<file path="src/rtl/adpcm_block_decoder_assert.svh">
// Assertion macros for the ADPCM block decoder.
// Uses the clk_i / rst_ni names of the module that includes it.
`ifndef ADPCM_BLOCK_DECODER_ASSERT_SVH
`define ADPCM_BLOCK_DECODER_ASSERT_SVH

// Same-cycle implication, checked out of reset.
`define ABD_ASSERT_NOW(lbl, ante, cons, msg) \
  lbl: assert property (@(posedge clk_i) disable iff (!rst_ni) (ante) |-> (cons)) \
    else $error(msg);

// Next-cycle implication, checked out of reset.
`define ABD_ASSERT_NXT(lbl, ante, cons, msg) \
  lbl: assert property (@(posedge clk_i) disable iff (!rst_ni) (ante) |=> (cons)) \
    else $error(msg);

`endif

</file>
<file path="src/rtl/adpcm_blk_pkg.sv">
// Shared types, constants and coefficient lookup for the ADPCM block decoder.
// No dependencies.
package adpcm_blk_pkg;

  localparam int unsigned FilterCount = 5;
  localparam logic [7:0]  MuteFlag    = 8'h07;
  localparam logic [3:0]  PosHeader   = 4'd0;
  localparam logic [3:0]  PosFlag     = 4'd1;
  localparam logic [3:0]  PosLast     = 4'd15;
  localparam int unsigned CodeShift   = 12;
  localparam int unsigned PredShift   = 6;   // divide by 64
  localparam logic signed [15:0] ClipMax = 16'sh7FFF;
  localparam logic signed [15:0] ClipMin = 16'sh8000;

  // Per-block decode settings from the header and flag bytes.
  typedef struct packed {
    logic [2:0] filter;
    logic [3:0] shift;
    logic       mute;
  } blk_cfg_t;

  // What an accepted byte asks of the work stage.
  typedef struct packed {
    logic load_data;  // data byte: two samples
    logic load_err;   // bad header: one error transaction
    logic last;       // final data byte of the block
  } blk_act_t;

  function automatic logic signed [7:0] coef_h1(input logic [2:0] f);
    logic signed [7:0] c;
    case (f)
      3'd1:    c = 8'sd60;
      3'd2:    c = 8'sd115;
      3'd3:    c = 8'sd98;
      3'd4:    c = 8'sd122;
      default: c = 8'sd0;
    endcase
    return c;
  endfunction

  function automatic logic signed [7:0] coef_h2(input logic [2:0] f);
    logic signed [7:0] c;
    case (f)
      3'd2:    c = -8'sd52;
      3'd3:    c = -8'sd55;
      3'd4:    c = -8'sd60;
      default: c = 8'sd0;
    endcase
    return c;
  endfunction

endpackage

</file>
<file path="src/rtl/adpcm_block_decoder.sv">
// ADPCM block decoder, top level: work stage and result register.
// Depends on adpcm_blk_pkg, adpcm_blk_hdr, adpcm_blk_core and the assert macros.
//
// - Input channel (in_valid_i / in_stall_o / data_byte_i): byte stream in
//   16-byte blocks: header (filter, shift), flag, 14 data bytes.
// - Output channel (out_valid_o / out_stall_i): one sample per transaction
//   with block_last_o and bad_filter_o.
// - Header and flag bytes give no output; a data byte gives two samples, low
//   nibble first. A header with filter 5 or more gives one error transaction
//   (sample 0, last and bad set) and the rest of its block is swallowed.
// - Flow: a data byte is loaded into the work stage, then each sample into the
//   result register. A data byte holds the work stage until both samples are
//   out, since the second sample's prediction needs the first; a bad header
//   holds it for its error transaction; flag, good header and dropped bytes
//   never enter it. A new byte is taken in the cycle the work stage finishes.
// - Receiver stall: the result register holds; a byte in the work stage waits
//   and keeps in_stall_o high until the held result is taken.
// - Reset clears history, block position and all valid flags.
module adpcm_block_decoder
  import adpcm_blk_pkg::*;
(
  input  logic               clk_i,
  input  logic               rst_ni,
  input  logic               in_valid_i,
  output logic               in_stall_o,
  input  logic [7:0]         data_byte_i,
  output logic               out_valid_o,
  input  logic               out_stall_i,
  output logic signed [15:0] pcm_sample_o,
  output logic               block_last_o,
  output logic               bad_filter_o
);

`include "adpcm_block_decoder_assert.svh"

  blk_cfg_t blk_cfg;
  blk_act_t blk_act;

  // work stage: one data byte (two samples) or one error transaction
  logic       work_valid_q, work_valid_d;
  logic       work_err_q, work_err_d;
  logic       work_phase_q, work_phase_d;  // 1: high nibble pending
  logic       work_last_q, work_last_d;
  logic [7:0] work_byte_q, work_byte_d;

  // result register
  logic               out_valid_q, out_valid_d;
  logic signed [15:0] out_pcm_q, out_pcm_d;
  logic               out_last_q, out_last_d;
  logic               out_bad_q, out_bad_d;

  logic               out_free, emit, work_done, work_free, in_acc;
  logic [3:0]         nibble;
  logic signed [15:0] sample;

  assign out_free  = !out_valid_q || !out_stall_i;
  assign emit      = work_valid_q && out_free;
  assign work_done = emit && (work_phase_q || work_err_q);
  assign work_free = !work_valid_q || work_done;
  assign in_stall_o = !work_free;
  assign in_acc    = in_valid_i && work_free;

  assign nibble = work_phase_q ? work_byte_q[7:4] : work_byte_q[3:0];

  adpcm_blk_hdr u_hdr (
    .clk_i       (clk_i),
    .rst_ni      (rst_ni),
    .accept_i    (in_acc),
    .data_byte_i (data_byte_i),
    .cfg_o       (blk_cfg),
    .act_o       (blk_act)
  );

  adpcm_blk_core u_core (
    .clk_i    (clk_i),
    .rst_ni   (rst_ni),
    .cfg_i    (blk_cfg),
    .nibble_i (nibble),
    .step_i   (emit && !work_err_q),
    .sample_o (sample)
  );

  always_comb begin
    work_valid_d = work_valid_q;
    work_err_d   = work_err_q;
    work_phase_d = work_phase_q;
    work_last_d  = work_last_q;
    work_byte_d  = work_byte_q;
    if (blk_act.load_data || blk_act.load_err) begin
      work_valid_d = 1'b1;
      work_err_d   = blk_act.load_err;
      work_phase_d = 1'b0;
      work_last_d  = blk_act.last;
      work_byte_d  = data_byte_i;
    end else if (work_done) begin
      work_valid_d = 1'b0;
    end else if (emit) begin
      work_phase_d = 1'b1;
    end
  end

  always_comb begin
    out_valid_d = out_valid_q;
    out_pcm_d   = out_pcm_q;
    out_last_d  = out_last_q;
    out_bad_d   = out_bad_q;
    if (emit) begin
      out_valid_d = 1'b1;
      out_pcm_d   = work_err_q ? 16'sd0 : sample;
      out_last_d  = work_err_q || (work_phase_q && work_last_q);
      out_bad_d   = work_err_q;
    end else if (out_free) begin
      out_valid_d = 1'b0;
    end
  end

  always_ff @(posedge clk_i or negedge rst_ni) begin
    if (!rst_ni) begin
      work_valid_q <= 1'b0;
      work_err_q   <= 1'b0;
      work_phase_q <= 1'b0;
      out_valid_q  <= 1'b0;
    end else begin
      work_valid_q <= work_valid_d;
      work_err_q   <= work_err_d;
      work_phase_q <= work_phase_d;
      out_valid_q  <= out_valid_d;
    end
  end

  always_ff @(posedge clk_i) begin
    work_last_q <= work_last_d;
    work_byte_q <= work_byte_d;
    out_pcm_q   <= out_pcm_d;
    out_last_q  <= out_last_d;
    out_bad_q   <= out_bad_d;
  end

  assign out_valid_o  = out_valid_q;
  assign pcm_sample_o = out_pcm_q;
  assign block_last_o = out_last_q;
  assign bad_filter_o = out_bad_q;

  `ABD_ASSERT_NOW(a_err_result, out_valid_o && bad_filter_o,
                  block_last_o && (pcm_sample_o == 16'sd0), "error result malformed")
  `ABD_ASSERT_NOW(a_err_one_phase, work_valid_q && work_err_q, !work_phase_q,
                  "error transaction reached second phase")
  `ABD_ASSERT_NXT(a_work_hold, work_valid_q && !out_free,
                  work_valid_q && $stable(work_phase_q), "work stage moved under stall")

endmodule

</file>
<file path="src/rtl/adpcm_blk_hdr.sv">
// Block framing: byte position, header and flag parsing, drop handling.
// Depends on adpcm_blk_pkg.
module adpcm_blk_hdr
  import adpcm_blk_pkg::*;
(
  input  logic       clk_i,
  input  logic       rst_ni,
  input  logic       accept_i,
  input  logic [7:0] data_byte_i,
  output blk_cfg_t   cfg_o,
  output blk_act_t   act_o
);

  logic [3:0] pos_q, pos_d;
  blk_cfg_t   cfg_q, cfg_d;
  logic       drop_q, drop_d;
  logic       bad_hdr;

  assign bad_hdr = data_byte_i[7:4] >= 4'(FilterCount);

  always_comb begin
    pos_d  = pos_q;
    cfg_d  = cfg_q;
    drop_d = drop_q;
    act_o  = '0;
    if (accept_i) begin
      pos_d = pos_q + 4'd1;
      if (pos_q == PosHeader) begin
        cfg_d.mute = 1'b0;
        if (bad_hdr) begin
          drop_d         = 1'b1;
          act_o.load_err = 1'b1;
        end else begin
          drop_d       = 1'b0;
          cfg_d.filter = data_byte_i[6:4];
          cfg_d.shift  = data_byte_i[3:0];
        end
      end else if (!drop_q) begin
        if (pos_q == PosFlag) begin
          cfg_d.mute = data_byte_i >= MuteFlag;
        end else begin
          act_o.load_data = 1'b1;
          act_o.last      = pos_q == PosLast;
        end
      end
    end
  end

  always_ff @(posedge clk_i or negedge rst_ni) begin
    if (!rst_ni) begin
      pos_q  <= PosHeader;
      cfg_q  <= '0;
      drop_q <= 1'b0;
    end else begin
      pos_q  <= pos_d;
      cfg_q  <= cfg_d;
      drop_q <= drop_d;
    end
  end

  assign cfg_o = cfg_q;

endmodule

</file>
<file path="src/rtl/adpcm_blk_core.sv">
// Sample datapath: code scaling, two-tap prediction, clipping, history.
// Depends on adpcm_blk_pkg.
module adpcm_blk_core
  import adpcm_blk_pkg::*;
(
  input  logic               clk_i,
  input  logic               rst_ni,
  input  blk_cfg_t           cfg_i,
  input  logic [3:0]         nibble_i,
  input  logic               step_i,
  output logic signed [15:0] sample_o
);

  logic signed [15:0] h1_q, h2_q;
  logic signed [3:0]  code;
  logic signed [15:0] scaled, shifted;
  logic signed [7:0]  c0, c1;
  logic signed [23:0] p0, p1;
  logic signed [24:0] psum, padj, pshr;
  logic signed [18:0] pdiv;
  logic signed [19:0] total;
  logic signed [15:0] clipped;

  assign code    = nibble_i;
  assign scaled  = {code, {CodeShift{1'b0}}};
  assign shifted = scaled >>> cfg_i.shift;

  assign c0   = coef_h1(cfg_i.filter);
  assign c1   = coef_h2(cfg_i.filter);
  assign p0   = 24'(h1_q) * 24'(c0);
  assign p1   = 24'(h2_q) * 24'(c1);
  assign psum = {p0[23], p0} + {p1[23], p1};
  // truncate toward zero: bias negative sums before the shift
  assign padj = psum + (psum[24] ? 25'sd63 : 25'sd0);
  assign pshr = padj >>> PredShift;
  assign pdiv = pshr[18:0];

  assign total = {{4{shifted[15]}}, shifted} + {pdiv[18], pdiv};

  always_comb begin
    if (total > 20'(ClipMax)) begin
      clipped = ClipMax;
    end else if (total < 20'(ClipMin)) begin
      clipped = ClipMin;
    end else begin
      clipped = total[15:0];
    end
  end

  assign sample_o = cfg_i.mute ? 16'sd0 : clipped;

  always_ff @(posedge clk_i or negedge rst_ni) begin
    if (!rst_ni) begin
      h1_q <= '0;
      h2_q <= '0;
    end else if (step_i) begin
      h2_q <= h1_q;
      h1_q <= sample_o;
    end
  end

endmodule
</file>
<file path="config.mk">
export PLATFORM = sky130hd
export DESIGN_NAME = adpcm_block_decoder
export DESIGN_NICKNAME = d
export VERILOG_FILES = /design/src/rtl/adpcm_blk_pkg.sv /design/src/rtl/adpcm_block_decoder.sv /design/src/rtl/adpcm_blk_hdr.sv /design/src/rtl/adpcm_blk_core.sv
export VERILOG_INCLUDE_DIRS = /design/src /design/src/rtl
export SDC_FILE = /design/constraint.sdc
export NUM_CORES = 1
export LEC_CHECK = 0
export BUFFER_PORTS_ARGS = -buffer_cell sky130_fd_sc_hd__buf_2
export CAP_MARGIN = 20
export CORE_MARGIN = 2
export CORE_UTILIZATION = 50
export DETAILED_ROUTE_END_ITERATION = 16
export PLACE_DENSITY = 0.67
export SYNTH_ARGS = -nofsm -noshare
export SYNTH_HDL_FRONTEND = slang
export SYNTH_SLANG_ARGS = --single-unit
</file>
<file path="constraint.sdc">
create_clock -name clk_i -period 9.5 [get_ports clk_i]
set_input_delay 1.425 -clock clk_i [delete_from_list [all_inputs] [get_ports clk_i]]
set_output_delay 1.425 -clock clk_i [all_outputs]
set_load 0.01 [all_outputs]
</file>
* After elaboration in Yosys (flattened, before gate mapping)
Index checks and enable logic that the tools add are counted.
Widths: inputs -> output; s select.
** Storage, ports and cells
- Register bits after elaboration :: 76
- Bits in latches :: 0
- Memory bits (writable) :: 0
- Bits in read-only memories :: 0
- Input port bits :: 12
- Output and inout port bits :: 20
- Logic and storage cells :: 88
- Memories :: 0
** Cells by class
- Add/sub/neg operators :: 4
- $mul :: 2
- Div/mod/pow operators :: 0
- Magnitude comparators :: 4
- Eq/ne operators :: 8
- Shift-type cells :: 1
- Muxes and demuxes :: 26
- Bitwise operators :: 2
- Reductions and logical operators :: 25
** Operators by type and width (number)
- $mul 16x8->24 :: 2
- $mux 16 :: 3
- $pmux 7 s4 :: 1
- $add 24x24->25 :: 1
- $add 25x7->25 :: 1
- $pmux 8 s3 :: 1
- $add 16x19->20 :: 1
- $gt 20x16->1 const B :: 1
- $lt 20x16->1 const B :: 1
- $mux 1 :: 18
- $sshr 16x4->16 :: 1
- $ge 8x3->1 const B :: 1
- $reduce_bool 2->1 :: 4
- $eq 3x2->1 const B :: 2
- $mux 6 :: 1
- $reduce_and 3->1 :: 2
- $logic_and 1x1->1 :: 5
- $logic_not 1->1 :: 5
- $logic_or 1x1->1 :: 5
- $add 4x1->4 const B :: 1
- $eq 4x1->1 const B :: 1
- $eq 4x4->1 const B :: 1
- $ge 4x3->1 const B :: 1
- $logic_not 4->1 :: 1
- other kinds (9) :: 11

* Logic depth before layout (Yosys ltp)
- Depth after elaboration :: 11
- Mapped depth :: 41
- Gate-level depth less buffers :: 36

* By module
A second synthesis with hierarchy kept.
** Second synthesis, totals
- Cells, all modules :: 1353
- Area, all modules :: 12729.7 µm²
** Modules (own cells, without submodules)
- adpcm_blk_core :: instances 1, cells an instance 1232, area each 10909.2 µm², seq. area each 800.8 µm²
- adpcm_block_decoder :: instances 1, cells an instance 69, area each 1181.1 µm², seq. area each 910.9 µm²
- adpcm_blk_hdr :: instances 1, cells an instance 52, area each 639.4 µm², seq. area each 325.3 µm²

* Least setup slack after synthesis
Ideal clock, no wire load.
- Path type :: register to register
- From :: register u_hdr.cfg_q (netlist bit u_hdr.cfg_o[6])
- To :: register out_pcm_q[14], in the netlist pcm_sample_o[14] (data pin)
- Library setup time :: 0.145 ns
- Data arrival time :: 9.571 ns
- Required time :: 9.355 ns
- Setup slack :: -0.215 ns
- Stages on the path, launching flop included :: 36
- Buffers on the path :: 2
- Clock period less this slack :: 9.715 ns
- Path through :: dfrtp_1 > nor2b_1 > or2_2 > clkbuf_1 > and2_1 > or2_2 > fa_1 > inv_1 > fa_1 > fa_1 > inv_1 > fa_1 > fa_1 > inv_1 > fa_1 > inv_1 > ha_1 > a2111oi_0 > o21ai_1 > a2111oi_1 > o41ai_2 > xor2_1 > or3b_2 > nor3_1 > xor2_1 > ha_1 > a21oi_1 > nand2_1 > or4bb_1 > o221a_2 > o211ai_1 > nand3_1 > o32a_1 > or2_4 > buf_6 > o21ai_1
** Between the ends
- Longest elaborated chain between the ends :: 11
** RTL lines
- start: declaration :: RTL line adpcm_blk_hdr.sv:15 : blk_cfg_t cfg_q, cfg_d;
- start signal: assignment :: RTL line adpcm_blk_hdr.sv:56 : cfg_q <= cfg_d;
- $eq 3x3->1, or another cell as far along :: RTL line adpcm_blk_pkg.sv:31, adpcm_blk_pkg.sv:43
- $pmux 7 s4 / $pmux 8 s3 (equally long branches) :: RTL line adpcm_blk_pkg.sv:31, adpcm_blk_pkg.sv:43
- $mul 16x8->24, on equally long branches :: RTL line adpcm_blk_core.sv:30, adpcm_blk_core.sv:31
- $add 24x24->25 (*) :: RTL line adpcm_blk_core.sv:32 : assign psum = {p0[23], p0} + {p1[23], p1};
- $mux 6 :: RTL line adpcm_blk_core.sv:34 : assign padj = psum + (psum[24] ? 25'sd63 : 25'sd0);
- $add 25x7->25 (*) :: RTL line adpcm_blk_core.sv:34
- $add 16x19->20 (*) :: RTL line adpcm_blk_core.sv:38 : assign total = {{4{shifted[15]}}, shifted} + {pdiv[18], pdiv};
- $lt 20x16->1 :: RTL line adpcm_blk_core.sv:43 : end else if (total < 20'(ClipMin)) begin
- $mux 16 :: RTL line adpcm_blk_core.sv:43
- $mux 16 (*) :: RTL line adpcm_blk_core.sv:41 : if (total > 20'(ClipMax)) begin
- $mux 16 (*) :: RTL line adpcm_blk_core.sv:50 : assign sample_o = cfg_i.mute ? 16'sd0 : clipped;
- end signal: assignment :: RTL line adpcm_block_decoder.sv:134 : out_pcm_q <= out_pcm_d;
- end: declaration :: RTL line adpcm_block_decoder.sv:48 : logic signed [15:0] out_pcm_q, out_pcm_d;
Every way passes the cells marked *; elsewhere a longest branch is shown, timed or not.
A chain may end at the register's enable or synchronous reset.

* Worst setup path after layout
- From :: register u_hdr.cfg_q (netlist bit u_hdr.cfg_o[7])
- To :: register out_pcm_q[6], in the netlist pcm_sample_o[6] (data pin)
Same word-level chain as after synthesis.

==> flow_metrics.tcl <==
set metrics [dict create \
    status "finished, final reports clean" \
    num_vias 9884 \
    clk_latency_ns 0.36 \
    r2r_cells 37 \
    crit_cells 37 \
    fin_crit_ns 9.287 \
    setup_viol 0 \
    dieHeight_um 163.3 \
    slew_headroom_pct 33.37 \
    cpLargestDelayFamily "adder cells" \
    wl_per_cell_um 18.29 \
    min_path_cells 1 \
    critPathBufInv 7 \
    clock_path_buffers 2 \
    synth-edff-count 27 \
    rsz0062_at_grt "yes" \
    antenna_cells 0 \
    drive_gt1_share_pct 23.34 \
    synth_nets 1685 \
    critPathLaunchType "flop" \
    hold_path_class "flop to flop" \
    cts.clk_slew.worst_paths_ns 0.07 \
    die_x_um 163.3 \
    synthArstFlopShare_pct 64.47 \
    fin_nets 1829 \
    place.gp.congestion 0.9553 \
    synth_top_area_share_pct 28.88 \
    max_freq_mhz 107.7 \
    synthTopCellsByArea "fa_1 29%, ha_1 13%, dfrtp_1 9.7%" \
    hold_viol 0 \
    ios 32 \
    postRouteAntennaNets 0 \
    yosys_warnings 0 \
    grt_pass1_wl_mm 52.84 \
    cts_tree "built" \
    grt_usage_pct 25.70 \
    cp_slowest_cell "fa_1" \
    hpwl_mm 26.82 \
    yosys.cell_count.top_type "inv_1" \
    tns_ns 0 \
    post-route-util_pct 60.46 \
    synth-main-ff-cell "dfrtp_1" \
    cp.required_ns 9.71 \
    whs_ns 0.4884 \
    antenna_found_initial 0 \
    cts-root-buf "clkbuf_16" \
    worst-slew-pin-transition_ns 0.9995 \
    critical_path.max_stage_delay_ns 0.53 \
    cp_max_fo 8 \
    worst_path_most_repeated_cell "fa_1" \
    fin_skew_ns 0.02083 \
    syn_area_mm2 0.01269 \
    fin_crit_sh_pct 97.76 \
    drt_pre_antenna_iters 6 \
    synthTopCellsByCount "251 x inv_1, 183 x fa_1, 131 x ha_1, 116 x nand2_1, 106 x and2_1" \
    cts_num_sinks 76 \
    area_growth_pct 19.32 \
    syn_avg_cell_area_um2 9.335 \
    dr.first_iter.drc_count 607 \
    core-area_mm2 0.02504 \
    initial_utilization_pct 50.67 \
    ys_seq_elements 76 \
    drc 0 \
    die_area_mm2 0.02666 \
    syn_inst 1359 \
    synth_top_area_cell "fa_1" \
    crit_type "flop to flop" \
    routed_wl_mm 33.62 \
    grt-ovfl-total 0 \
    numCtsBuffers 9 \
    ys_seq_area_share_pct 16.06 \
    drv_cap 0 \
    synth_cell_types 85 \
    grt_max_degree 50 \
    grt_pass1_vias 10170 \
    rows 58 \
    ctsHtreeMaxLevel 3 \
    port_buffers 31 \
    critPathCaptureType "flop" \
    arrival_ns 9.50 \
    drv_slew 0 \
    via_per_inst 5.378 \
]
layout by cell type (no fill, tap or decap), types with 23 or more instances in the layout:
cell / n
buf_2: 32
o21ai_0: 29
a21oi_1: 34
buf_4: 117
edfxtp_1: 27
nand2_1: 112
xor2_1: 23
ha_1: 119
and2_1: 92
dfrtp_1: 48
xnor2_1: 26
inv_1: 236
fa_1: 175
nor2_1: 65
path summary, 6_finish.rpt:
| check | start | end | slack [ns] |
|---|---|---|---|
| worst max-delay path | u_hdr.cfg_o[7] | pcm_sample_o[6] | 0.21 |
| worst min register to register | work_valid_q | out_valid_o | 0.49 |
| max in group asynchronous | rst_ni | u_hdr.cfg_o[7] | 7.75 |
| worst max register to register | u_hdr.cfg_o[7] | pcm_sample_o[6] | 0.21 |
| worst min-delay path | work_valid_q | out_valid_o | 0.49 |
| min in group asynchronous | rst_ni | u_core.h2_q[14] | 1.19 |
logic make-up after synthesis:
kind of cell    share of synthesized area [%]
simple gates                            16.94
fa+ha+maj                               41.80
flops                                   16.06
buf+inv                                 8.581
xor+xnor                                4.320
mux                                     1.608
compound gates                          10.69
per-layer routing:
| layer | global-route usage (%) | share of wire, % | up-vias |
|---|---|---|---|
| li1 | - | - | 4676 |
| met1 | 34.08 | 43 | 4917 |
| met2 | 44.04 | 49 | 221 |
| met3 | 3.174 | 4.3 | 70 |
| met4 | 8.005 | 3.3 | 0 |
| met5 | 0 | 0 | - |
through the flow:
stage,worst slack (ns),area [um^2],instances
after global routing,-0.1186,15140,1838
after detailed placement,-0.2272,14030,1802
after floorplan,0.004270,12700,1359
final,0.2131,15140,1838
after CTS,0.007090,14390,1820
after global placement,-0.06188,14030,1802
area by class of cell:
class / instances / area [um^2]
multi-input cells: 999 / 10220
fillers: 2084 / 9899
flip-flops and latches: 76 / 2038
repair buffers: 164 / 1242
inverters: 253 / 949.7
well taps: 330 / 412.9
clock buffers: 10 / 229.0
clock inverters: 6 / 48.80
repair_timing:
| item | in CTS | in global routing |
|---|---|---|
| cloned | 0 | 3 |
| buffers inserted | 2 | 15 |
| setup endpoints to repair | 30 | 32 |
| gates resized for setup | 14 | 157 |
| hold buffers | 0 | 0 |
| pin swaps | 5 | 94 |
| endpoints found under the hold margin | 0 | 0 |
state kept, by name, indices dropped and copies added, names as in the netlist:
name and flops:
work_valid_q 1, u_hdr.drop_q 1, u_core.h1_q 16, bad_filter_o 1
work_byte_q 8, pcm_sample_o 16, out_valid_o 1, work_err_q 1
u_core.h2_q 16, work_last_q 1, block_last_o 1, u_hdr.pos_q 4
work_phase_q 1, u_hdr.cfg_o 8
Power is left out: the tool's default activity adds up to more than one toggle a clock period on the data nets, which glitch-free logic cannot reach.
